## config.mk

```make
export PLATFORM = sky130hd
export DESIGN_NAME = button_matrix_debouncer
export DESIGN_NICKNAME = d
export VERILOG_FILES = /design/src/hw/rtl/bmd_pkg.sv /design/src/hw/rtl/button_matrix_debouncer.sv /design/src/hw/rtl/bmd_event_buf.sv
export VERILOG_INCLUDE_DIRS = /design/src /design/src/hw/rtl
export SDC_FILE = /design/constraint.sdc
export NUM_CORES = 1
export LEC_CHECK = 0
export BUFFER_PORTS_ARGS = -buffer_cell sky130_fd_sc_hd__clkbuf_2
export CAP_MARGIN = 40
export CORE_UTILIZATION = 50
export DETAILED_ROUTE_END_ITERATION = 16
export PLACE_DENSITY = 0.66
export SLEW_MARGIN = 15
export SYNTH_ARGS = -nofsm -noshare
export SYNTH_HDL_FRONTEND = slang
export SYNTH_SLANG_ARGS = --single-unit
```

## constraint.sdc

```tcl
create_clock -name clk_i -period 8 [get_ports clk_i]
set_clock_uncertainty 0.15 [all_clocks]
set_input_delay 1.2 -clock clk_i [delete_from_list [all_inputs] [get_ports clk_i]]
set_output_delay 1.2 -clock clk_i [all_outputs]
set_load 0.01 [all_outputs]
```

## src/hw/rtl/assert_macros.svh

```systemverilog
// Assertion macros for the top level, the RTL file that carries concurrent checks.
`ifndef ASSERT_MACROS_SVH
`define ASSERT_MACROS_SVH

// Same-cycle implication, sampled on clk_i and disabled while rst_ni is low.
`define BMD_ASSERT(name, prop, msg) \
  name: assert property (@(posedge clk_i) disable iff (!rst_ni) prop) else $error(msg);

// Next-cycle implication, sampled on clk_i and disabled while rst_ni is low.
`define BMD_ASSERT_NEXT(name, ante, cons, msg) \
  name: assert property (@(posedge clk_i) disable iff (!rst_ni) (ante) |=> (cons)) else $error(msg);

`endif

```

## src/hw/rtl/bmd_pkg.sv

```systemverilog
// Package with the shared constants and types of the button matrix debouncer.
`timescale 1ns / 1ps

package bmd_pkg;

  localparam int unsigned RowsDefault    = 4;
  localparam int unsigned ColumnsDefault = 4;
  localparam int unsigned CntW           = 8;
  localparam int unsigned SampleW        = 4;
  localparam int unsigned EvMax          = 4;
  localparam int unsigned SelW           = $clog2(EvMax);
  localparam int unsigned RowW           = 2;

  localparam logic [CntW-1:0] ReleaseCountReset = 8'd12;

  // Events of one row sample, handed from the update stage to the output buffer.
  typedef struct packed {
    logic [RowW-1:0]    row;
    logic [SampleW-1:0] cur;
    logic [EvMax-1:0]   mask;
  } ev_load_t;

  // Status of the output buffer seen by the update stage.
  typedef struct packed {
    logic free;
  } buf_st_t;

endpackage

```

## src/hw/rtl/button_matrix_debouncer.sv

```systemverilog
// Top level of the button matrix debouncer: row state memory, update stage and event output.
// An accepted row sample is registered into the update stage and its events then into the
// output buffer, from which m_axis takes them. One sample per cycle while samples have no
// events; a sample with events waits in the update stage until the buffer is free.
// Reset (rst_ni low, asynchronous) clears all row valid bits, so every row reads as zero,
// and loads release_count with 12.
`timescale 1ns / 1ps
`include "assert_macros.svh"

module button_matrix_debouncer #(
  parameter int unsigned ROWS    = bmd_pkg::RowsDefault,
  parameter int unsigned COLUMNS = bmd_pkg::ColumnsDefault
) (
  input  logic                     clk_i,
  input  logic                     rst_ni,
  input  logic                     cfg_we_i,
  input  logic [bmd_pkg::CntW-1:0] cfg_wdata_i,   // release_count
  input  logic                     s_axis_tvalid,
  output logic                     s_axis_tready,
  input  logic [7:0]               s_axis_tdata,  // [1:0] row_index, [5:2] column_bits
  output logic                     m_axis_tvalid,
  input  logic                     m_axis_tready,
  output logic [7:0]               m_axis_tdata,  // [1:0] button_x, [3:2] button_y
  output logic                     m_axis_tlast,  // last_event
  output logic                     m_axis_tuser   // pressed
);
  import bmd_pkg::*;

  localparam int unsigned RowAw    = (ROWS > 1) ? $clog2(ROWS) : 1;
  localparam int unsigned UsedCols = (COLUMNS < EvMax) ? COLUMNS : EvMax;
  localparam int unsigned CntTotW  = UsedCols * CntW;
  localparam int unsigned EntW     = 2 * SampleW + CntTotW;

  // Each memory word holds one row: the previous raw sample in the low bits, then the
  // debounced state, then one release counter per column.
  logic [EntW-1:0] mem_q [ROWS];
  logic [EntW-1:0] rd_data_q;
  logic            rd_vld_q;
  logic            row_vld_q [ROWS];

  logic [CntW-1:0] rel_cnt_q;

  logic [RowW-1:0]    in_row;
  logic [SampleW-1:0] in_cur;
  logic [4:0]         in_row_ext;
  logic               in_range;
  logic               s_acc;
  logic               rd_en;
  logic [RowAw-1:0]   rd_addr;

  logic               s1_valid_q;
  logic               s1_inr_q;
  logic [RowW-1:0]    s1_row_q;
  logic [SampleW-1:0] s1_cur_q;
  logic [4:0]         s1_row_ext;
  logic [RowAw-1:0]   wr_addr;

  logic               fwd_vld_q;
  logic [RowAw-1:0]   fwd_row_q;
  logic [EntW-1:0]    fwd_data_q;

  logic [EntW-1:0]    entry;
  logic [SampleW-1:0] prev;
  logic [SampleW-1:0] deb;
  logic [CntTotW-1:0] cnt_in;
  logic [SampleW-1:0] new_deb;
  logic [CntTotW-1:0] new_cnt;
  logic [EvMax-1:0]   ev_mask;
  logic [EntW-1:0]    wr_data;

  logic               s1_adv;
  logic               mem_we;
  logic               ev_load_en;
  ev_load_t           ev_load;
  buf_st_t            buf_st;
  logic               m_acc;

  // ---------------------------------------------------------------------------
  // Configuration register.
  // ---------------------------------------------------------------------------
  always_ff @(posedge clk_i or negedge rst_ni) begin
    if (!rst_ni) begin
      rel_cnt_q <= ReleaseCountReset;
    end else if (cfg_we_i) begin
      rel_cnt_q <= cfg_wdata_i;
    end
  end

  // ---------------------------------------------------------------------------
  // Input side: an accepted sample launches the read of its row.
  // Rows at or above ROWS are carried along but never read, written or reported.
  // ---------------------------------------------------------------------------
  assign in_row     = s_axis_tdata[1:0];
  assign in_cur     = s_axis_tdata[5:2];
  assign in_row_ext = {3'b000, in_row};
  assign in_range   = (32'(in_row_ext) < ROWS);
  assign rd_addr    = in_row_ext[RowAw-1:0];
  assign s_acc      = s_axis_tvalid && s_axis_tready;
  assign rd_en      = s_acc && in_range;

  assign s_axis_tready = !s1_valid_q || s1_adv;

  always_ff @(posedge clk_i) begin
    if (rd_en) begin
      rd_data_q <= mem_q[rd_addr];
      rd_vld_q  <= row_vld_q[rd_addr];
    end
    if (mem_we) begin
      mem_q[wr_addr] <= wr_data;
    end
  end

  always_ff @(posedge clk_i or negedge rst_ni) begin
    if (!rst_ni) begin
      s1_valid_q <= 1'b0;
    end else if (s_acc) begin
      s1_valid_q <= 1'b1;
    end else if (s1_adv) begin
      s1_valid_q <= 1'b0;
    end
  end

  always_ff @(posedge clk_i) begin
    if (s_acc) begin
      s1_inr_q <= in_range;
      s1_row_q <= in_row;
      s1_cur_q <= in_cur;
    end
  end

  // ---------------------------------------------------------------------------
  // Update stage. The memory read happens at the same edge as the write of the
  // sample before it, so the last written row is kept aside and replaces the read
  // data when the rows match. A row that was never written reads as zero.
  // ---------------------------------------------------------------------------
  assign s1_row_ext = {3'b000, s1_row_q};
  assign wr_addr    = s1_row_ext[RowAw-1:0];

  always_comb begin
    if (fwd_vld_q && (fwd_row_q == wr_addr)) begin
      entry = fwd_data_q;
    end else if (rd_vld_q) begin
      entry = rd_data_q;
    end else begin
      entry = '0;
    end
  end

  assign prev   = entry[SampleW-1:0];
  assign deb    = entry[2*SampleW-1:SampleW];
  assign cnt_in = entry[EntW-1:2*SampleW];

  // Every column is handled on its own. A fresh press is reported at once; a
  // fresh release loads the counter, which then counts down on stable scans and
  // reports the release when it reaches zero.
  always_comb begin
    logic            c;
    logic            dl;
    logic            ds;
    logic [CntW-1:0] cj;
    new_deb = deb;
    new_cnt = cnt_in;
    ev_mask = '0;
    for (int j = 0; j < UsedCols; j++) begin
      c  = s1_cur_q[j];
      dl = c ^ prev[j];
      ds = c ^ deb[j];
      cj = cnt_in[j*CntW +: CntW];
      if (dl && ds) begin
        if (c) begin
          new_deb[j] = 1'b1;
          ev_mask[j] = 1'b1;
        end else begin
          new_cnt[j*CntW +: CntW] = rel_cnt_q;
        end
      end else if (!dl && ds && (cj != '0)) begin
        new_cnt[j*CntW +: CntW] = cj - CntW'(1);
        if (cj == CntW'(1)) begin
          new_deb[j] = c;
          ev_mask[j] = 1'b1;
        end
      end
    end
    if (!s1_inr_q) begin
      ev_mask = '0;
    end
  end

  assign wr_data = {new_cnt, new_deb, s1_cur_q};

  // The stage moves on when it has nothing to report or the buffer can take it.
  assign s1_adv     = s1_valid_q && ((ev_mask == '0) || buf_st.free);
  assign mem_we     = s1_adv && s1_inr_q;
  assign ev_load_en = s1_adv && (ev_mask != '0);

  assign ev_load.row  = s1_row_q;
  assign ev_load.cur  = s1_cur_q;
  assign ev_load.mask = ev_mask;

  always_ff @(posedge clk_i or negedge rst_ni) begin
    if (!rst_ni) begin
      row_vld_q <= '{default: 1'b0};
      fwd_vld_q <= 1'b0;
    end else if (mem_we) begin
      row_vld_q[wr_addr] <= 1'b1;
      fwd_vld_q          <= 1'b1;
    end
  end

  always_ff @(posedge clk_i) begin
    if (mem_we) begin
      fwd_row_q  <= wr_addr;
      fwd_data_q <= wr_data;
    end
  end

  // ---------------------------------------------------------------------------
  // Output buffer: one event per cycle while m_axis_tready is high, lowest column first.
  // ---------------------------------------------------------------------------
  bmd_event_buf #(
    .COLUMNS(COLUMNS)
  ) u_event_buf (
    .clk_i         (clk_i),
    .rst_ni        (rst_ni),
    .load_i        (ev_load),
    .load_en_i     (ev_load_en),
    .st_o          (buf_st),
    .m_axis_tvalid (m_axis_tvalid),
    .m_axis_tready (m_axis_tready),
    .m_axis_tdata  (m_axis_tdata),
    .m_axis_tlast  (m_axis_tlast),
    .m_axis_tuser  (m_axis_tuser)
  );

  assign m_acc = m_axis_tvalid && m_axis_tready;

  // ---------------------------------------------------------------------------
  // Assertions.
  // ---------------------------------------------------------------------------
  `BMD_ASSERT_NEXT(a_acc_fills_stage, s_acc, s1_valid_q, "item lost before the update stage")
  `BMD_ASSERT(a_no_overrun, ev_load_en |-> buf_st.free, "events loaded into a busy buffer")
  `BMD_ASSERT(a_we_needs_item, mem_we |-> (s1_valid_q && s1_inr_q), "row write without an item")
  `BMD_ASSERT_NEXT(a_more_events, m_acc && !m_axis_tlast, m_axis_tvalid, "event run cut short")

endmodule

```

## src/hw/rtl/bmd_event_buf.sv

```systemverilog
// Output buffer that sends the events of one row sample, lowest column first.
`timescale 1ns / 1ps

module bmd_event_buf #(
  parameter int unsigned COLUMNS = bmd_pkg::ColumnsDefault
) (
  input  logic              clk_i,
  input  logic              rst_ni,
  input  bmd_pkg::ev_load_t load_i,
  input  logic              load_en_i,
  output bmd_pkg::buf_st_t  st_o,
  output logic              m_axis_tvalid,
  input  logic              m_axis_tready,
  output logic [7:0]        m_axis_tdata,  // [1:0] button_x, [3:2] button_y, [7:4] zero
  output logic              m_axis_tlast,  // last_event
  output logic              m_axis_tuser   // pressed
);
  import bmd_pkg::*;

  logic [EvMax-1:0]   mask_q, mask_d;
  logic [RowW-1:0]    row_q;
  logic [SampleW-1:0] cur_q;
  logic [SelW-1:0]    sel_idx;
  logic [EvMax-1:0]   sel_oh;
  logic [EvMax-1:0]   rest;
  logic [1:0]         x;
  logic               found;
  logic               take;

  always_comb begin
    found   = 1'b0;
    sel_idx = '0;
    for (int j = 0; j < EvMax; j++) begin
      if (!found && mask_q[j]) begin
        found   = 1'b1;
        sel_idx = SelW'(j);
      end
    end
  end

  assign sel_oh = {{(EvMax-1){1'b0}}, 1'b1} << sel_idx;
  assign rest   = mask_q & ~sel_oh;
  assign x      = 2'(int'(COLUMNS) - 1 - int'(sel_idx));

  assign m_axis_tvalid = (mask_q != '0);
  assign m_axis_tlast  = (rest == '0);
  assign m_axis_tuser  = cur_q[sel_idx];
  assign m_axis_tdata  = {4'b0000, row_q, x};
  assign take          = m_axis_tvalid && m_axis_tready;

  assign st_o.free = !m_axis_tvalid || (m_axis_tlast && m_axis_tready);

  always_comb begin
    mask_d = mask_q;
    if (load_en_i) begin
      mask_d = load_i.mask;
    end else if (take) begin
      mask_d = rest;
    end
  end

  always_ff @(posedge clk_i or negedge rst_ni) begin
    if (!rst_ni) begin
      mask_q <= '0;
    end else begin
      mask_q <= mask_d;
    end
  end

  always_ff @(posedge clk_i) begin
    if (load_en_i) begin
      row_q <= load_i.row;
      cur_q <= load_i.cur;
    end
  end

endmodule

```

==> flow_metrics.tcl <==
set metrics [dict create \
    fp.dieArea_um2 25400 \
    overflow 0 \
    synthArstFlopShare_pct 6.59 \
    seqPwrFrac_pct 44.3 \
    synth_top_family_by_area "compound AO/OA/AOI/OAI gates" \
    grt_pass1_vias 7458 \
    cts_inserted_buffers 28 \
    fin_setup_tns_ns 0 \
    synth_cell_types 83 \
    status "finished clean" \
    clk_latency_ns 0.54 \
    dp_hpwl_um 17200 \
    setup_viol 0 \
    yosysSeqAreaShare_pct 65.5 \
    cts_sinks 273 \
    diodes 0 \
    synthAdderAreaFrac_pct 1.30 \
    avgSynthCellArea_um2 14.5 \
    crit_family "compound AO/OA/AOI/OAI gates" \
    antenna_left 0 \
    rows 57 \
    r2r_cells 12 \
    power_frac_comb_pct 34.5 \
    cpMaxStageDelayCell "dfrtp_1" \
    ys_warn_count 0 \
    wl_um 26800 \
    antenna_found_initial 0 \
    die_w_um 159 \
    io_pins 33 \
    ys.flop_type "edfxtp_1" \
    critPathKind "register to primary output" \
    rsz0062_at_grt "no" \
    vias 7452 \
    internal_power_w 0.00367 \
    reg2reg_to "rd_data_q[23]" \
    critPathArrivalTime_ns 4.93 \
    max_stage_delay_ns 0.81 \
    cts_setup_buffers 0 \
    synth_xor_area_share_pct 1.39 \
    final-hold-violation-count 0 \
    peakVddDrop_mv 0.192 \
    max_cap_viol_count 0 \
    fin_crit_sh_pct 78.5 \
    hold_end "row_vld_q[0]" \
    root_buffer "clkbuf_16" \
    syn2layout_area_growth_pct 11.8 \
    holdCritStartpoint "row_vld_q[0]" \
    worst_slew_pin_slew_ns 0.811 \
    vias_per_cell 6.04 \
    numPortBuffers 26 \
    cts_tree "done" \
    required_ns 6.65 \
    drive_above_1_share_pct 18.3 \
    core_region_area_um2 24300 \
    grt_pass1_wl_um 42400 \
    worst_setup_path_start_kind "register" \
    track_usage_pct 21.8 \
    grt_max_degree 43 \
    cpMostUsedCell "a21oi_1" \
    clkSlewWorstSetupHoldPaths_ns 0.06 \
    synth-compound-area-share_pct 10.5 \
    synth-edff-count 255 \
    p_sw_share_pct 35.1 \
    crit_path_end_kind "primary output" \
    synthMuxAreaShare_pct 9.71 \
    place.gp.congestion 0.926 \
    start_util_pct 50.9 \
    cts_buffer_depth 3 \
    hp-class "register to register" \
    synth_common_cells "255 x edfxtp_1, 55 x a21oi_1, 54 x nor2_1" \
    post_cts_resized 0 \
    fmax_mhz 159 \
    p_sw_w 0.00198 \
    dr.pass1.iters 6 \
    rrSetupSlack_ns 2.40 \
    fin_crit_ns 6.28 \
    htree_levels 1 \
    synth.cell_area_um2 12400 \
    clkPwrFrac_pct 21.2 \
    yosys_register_bits 273 \
    syn_inst 855 \
    min_delay_path_depth 2 \
    synth_top_area_cell "edfxtp_1" \
    synth_top_area_share_pct 61.8 \
    die_h_um 159 \
    synthSimpleGateAreaFrac_pct 9.10 \
    pwr_density_cell_nw_per_um2 408 \
    ctsHoldBuffers 0 \
    fin_util_pct 56.9 \
    final_nets 920 \
    drtIter0Drc 782 \
    reg2reg_from "fwd_vld_q" \
    cp_max_fo 26 \
    post-synth-top-count-cell "edfxtp_1" \
    p_leak_nw 4.81 \
    avgRoutedWirePerCell_um 21.8 \
    drc_errors 0 \
    drv_slew 0 \
    crit_chain "inv_1, nor3_4, buf_4, a21oi_1, ha_1, nor2b_1, o31ai_1, o22ai_1, o21ai_0, a21oi_1, a211o_1, nand3_1, clkbuf_2" \
    synth_area_leaders "edfxtp_1 62%, mux4_2 7.5%, dfrtp_1 3.2%" \
    max_slew_margin_pct 45.9 \
    critical_path_buf_inv_count 3 \
]
## flip-flops by register name, summed over array words and instances, names as in the netlist, 4 cells and up
register	flops
fwd_data_q	40
row_vld_q	4
u_event_buf.mask_q	4
s1_cur_q	4
mem_q	160
rel_cnt_q	8
rd_data_q	40
u_event_buf.cur_q	4
## final cells by class
type	instances	area [um2]
Clock buffer	37	756
Clock inverter	15	97.6
Fill cell	1894	10500
Inverter	20	75.1
Multi-Input combinational cell	514	4050
Sequential cell	273	8110
Tap cell	324	405
Timing Repair Buffer	50	350
## worst register-to-register path, cell delays in order (launching register included)
cell and delay, ns:
dfrtp_1 0.81, inv_1 0.42, nor3_4 0.28, buf_4 0.35, a21oi_1 0.20, ha_1 0.43
inv_1 0.26, nor4_1 0.12, a41oi_1 0.34, nand2_1 0.10, a211o_1 0.54, a31oi_4 0.66
buf_4 0.58
## per-layer routing
metal  GRT usage, %  vias to the layer above  wire, um
met5              0                        -         0
met4           6.60                        0       743
met3           3.65                       43      1700
met2           35.9                      212     13000
met1           29.9                     3739     11400
li1               -                     3458         -
## cells in the final DEF, fill, tap and decap left out, drive strengths merged, types with 5 or more instances in the layout
master,n
edfxtp,255
clkbuf,62
a21oi,57
nor2,54
nand2,47
mux4,41
o21ai,33
and3,31
nand3,30
buf,25
inv,20
a31oi,18
dfrtp,16
mux2i,14
a211oi,13
mux2,12
ha,12
clkinv,12
xnor2,11
o31ai,10
nand4,9
nor3,9
xor2,7
o311ai,6
nor2b,5
o22ai,5
a211o,5
a21o,5
and2,5
## through the flow
step / area (um2) / hold slack (ns) / total power, W / worst slack, ns / instances
6_report: 13800 / 0.347 / 0.00565 / 1.72 / 1233
5_1_grt: 13800 / 0.361 / 0.00597 / 1.36 / 1233
4_1_cts: 13800 / 0.333 / 0.00567 / 1.78 / 1232
3_5_place_dp: 13000 / 0.321 / 0.00446 / 2.36 / 1180
3_3_place_gp: 12900 / 0.312 / 0.00440 / 2.38 / 1179
2_1_floorplan: 12400 / 0.289 / 0.00386 / 1.83 / 858
## kinds of logic (layout without fill, tap and decap cells)
family,Yosys count,count (layout)
xor gates and xnor gates,18,18
and+or+nand+nor,219,219
muxes,67,67
buffers and inverters,71,122
DFF,273,273
adders and majority gates,13,13
AOI/OAI and AO/OA,193,193
other,1,4
## worst max path at each step
stage,startpoint,end,slack [ns],depth (start not counted)
floorplan,s1_row_q[0],rd_data_q[0],1.83,17
global placement,fwd_vld_q,s_axis_tready,2.38,13
detailed placement,fwd_vld_q,s_axis_tready,2.36,12
CTS,fwd_vld_q,s_axis_tready,1.78,13
global route,fwd_vld_q,s_axis_tready,1.36,13
finish,fwd_vld_q,s_axis_tready,1.72,13
## power groups by stage
| stage | Sequential, W | Clock (W) | Combinational, W |
|---|---|---|---|
| 2_1_floorplan | 0.00247 | 0 | 0.00138 |
| 3_3_place_gp | 0.00252 | 0 | 0.00188 |
| 3_5_place_dp | 0.00253 | 0 | 0.00193 |
| 4_1_cts | 0.00251 | 0.00122 | 0.00194 |
| 5_1_grt | 0.00254 | 0.00128 | 0.00215 |
| 6_report | 0.00250 | 0.00120 | 0.00195 |
Power figures use the tool's default switching activity.
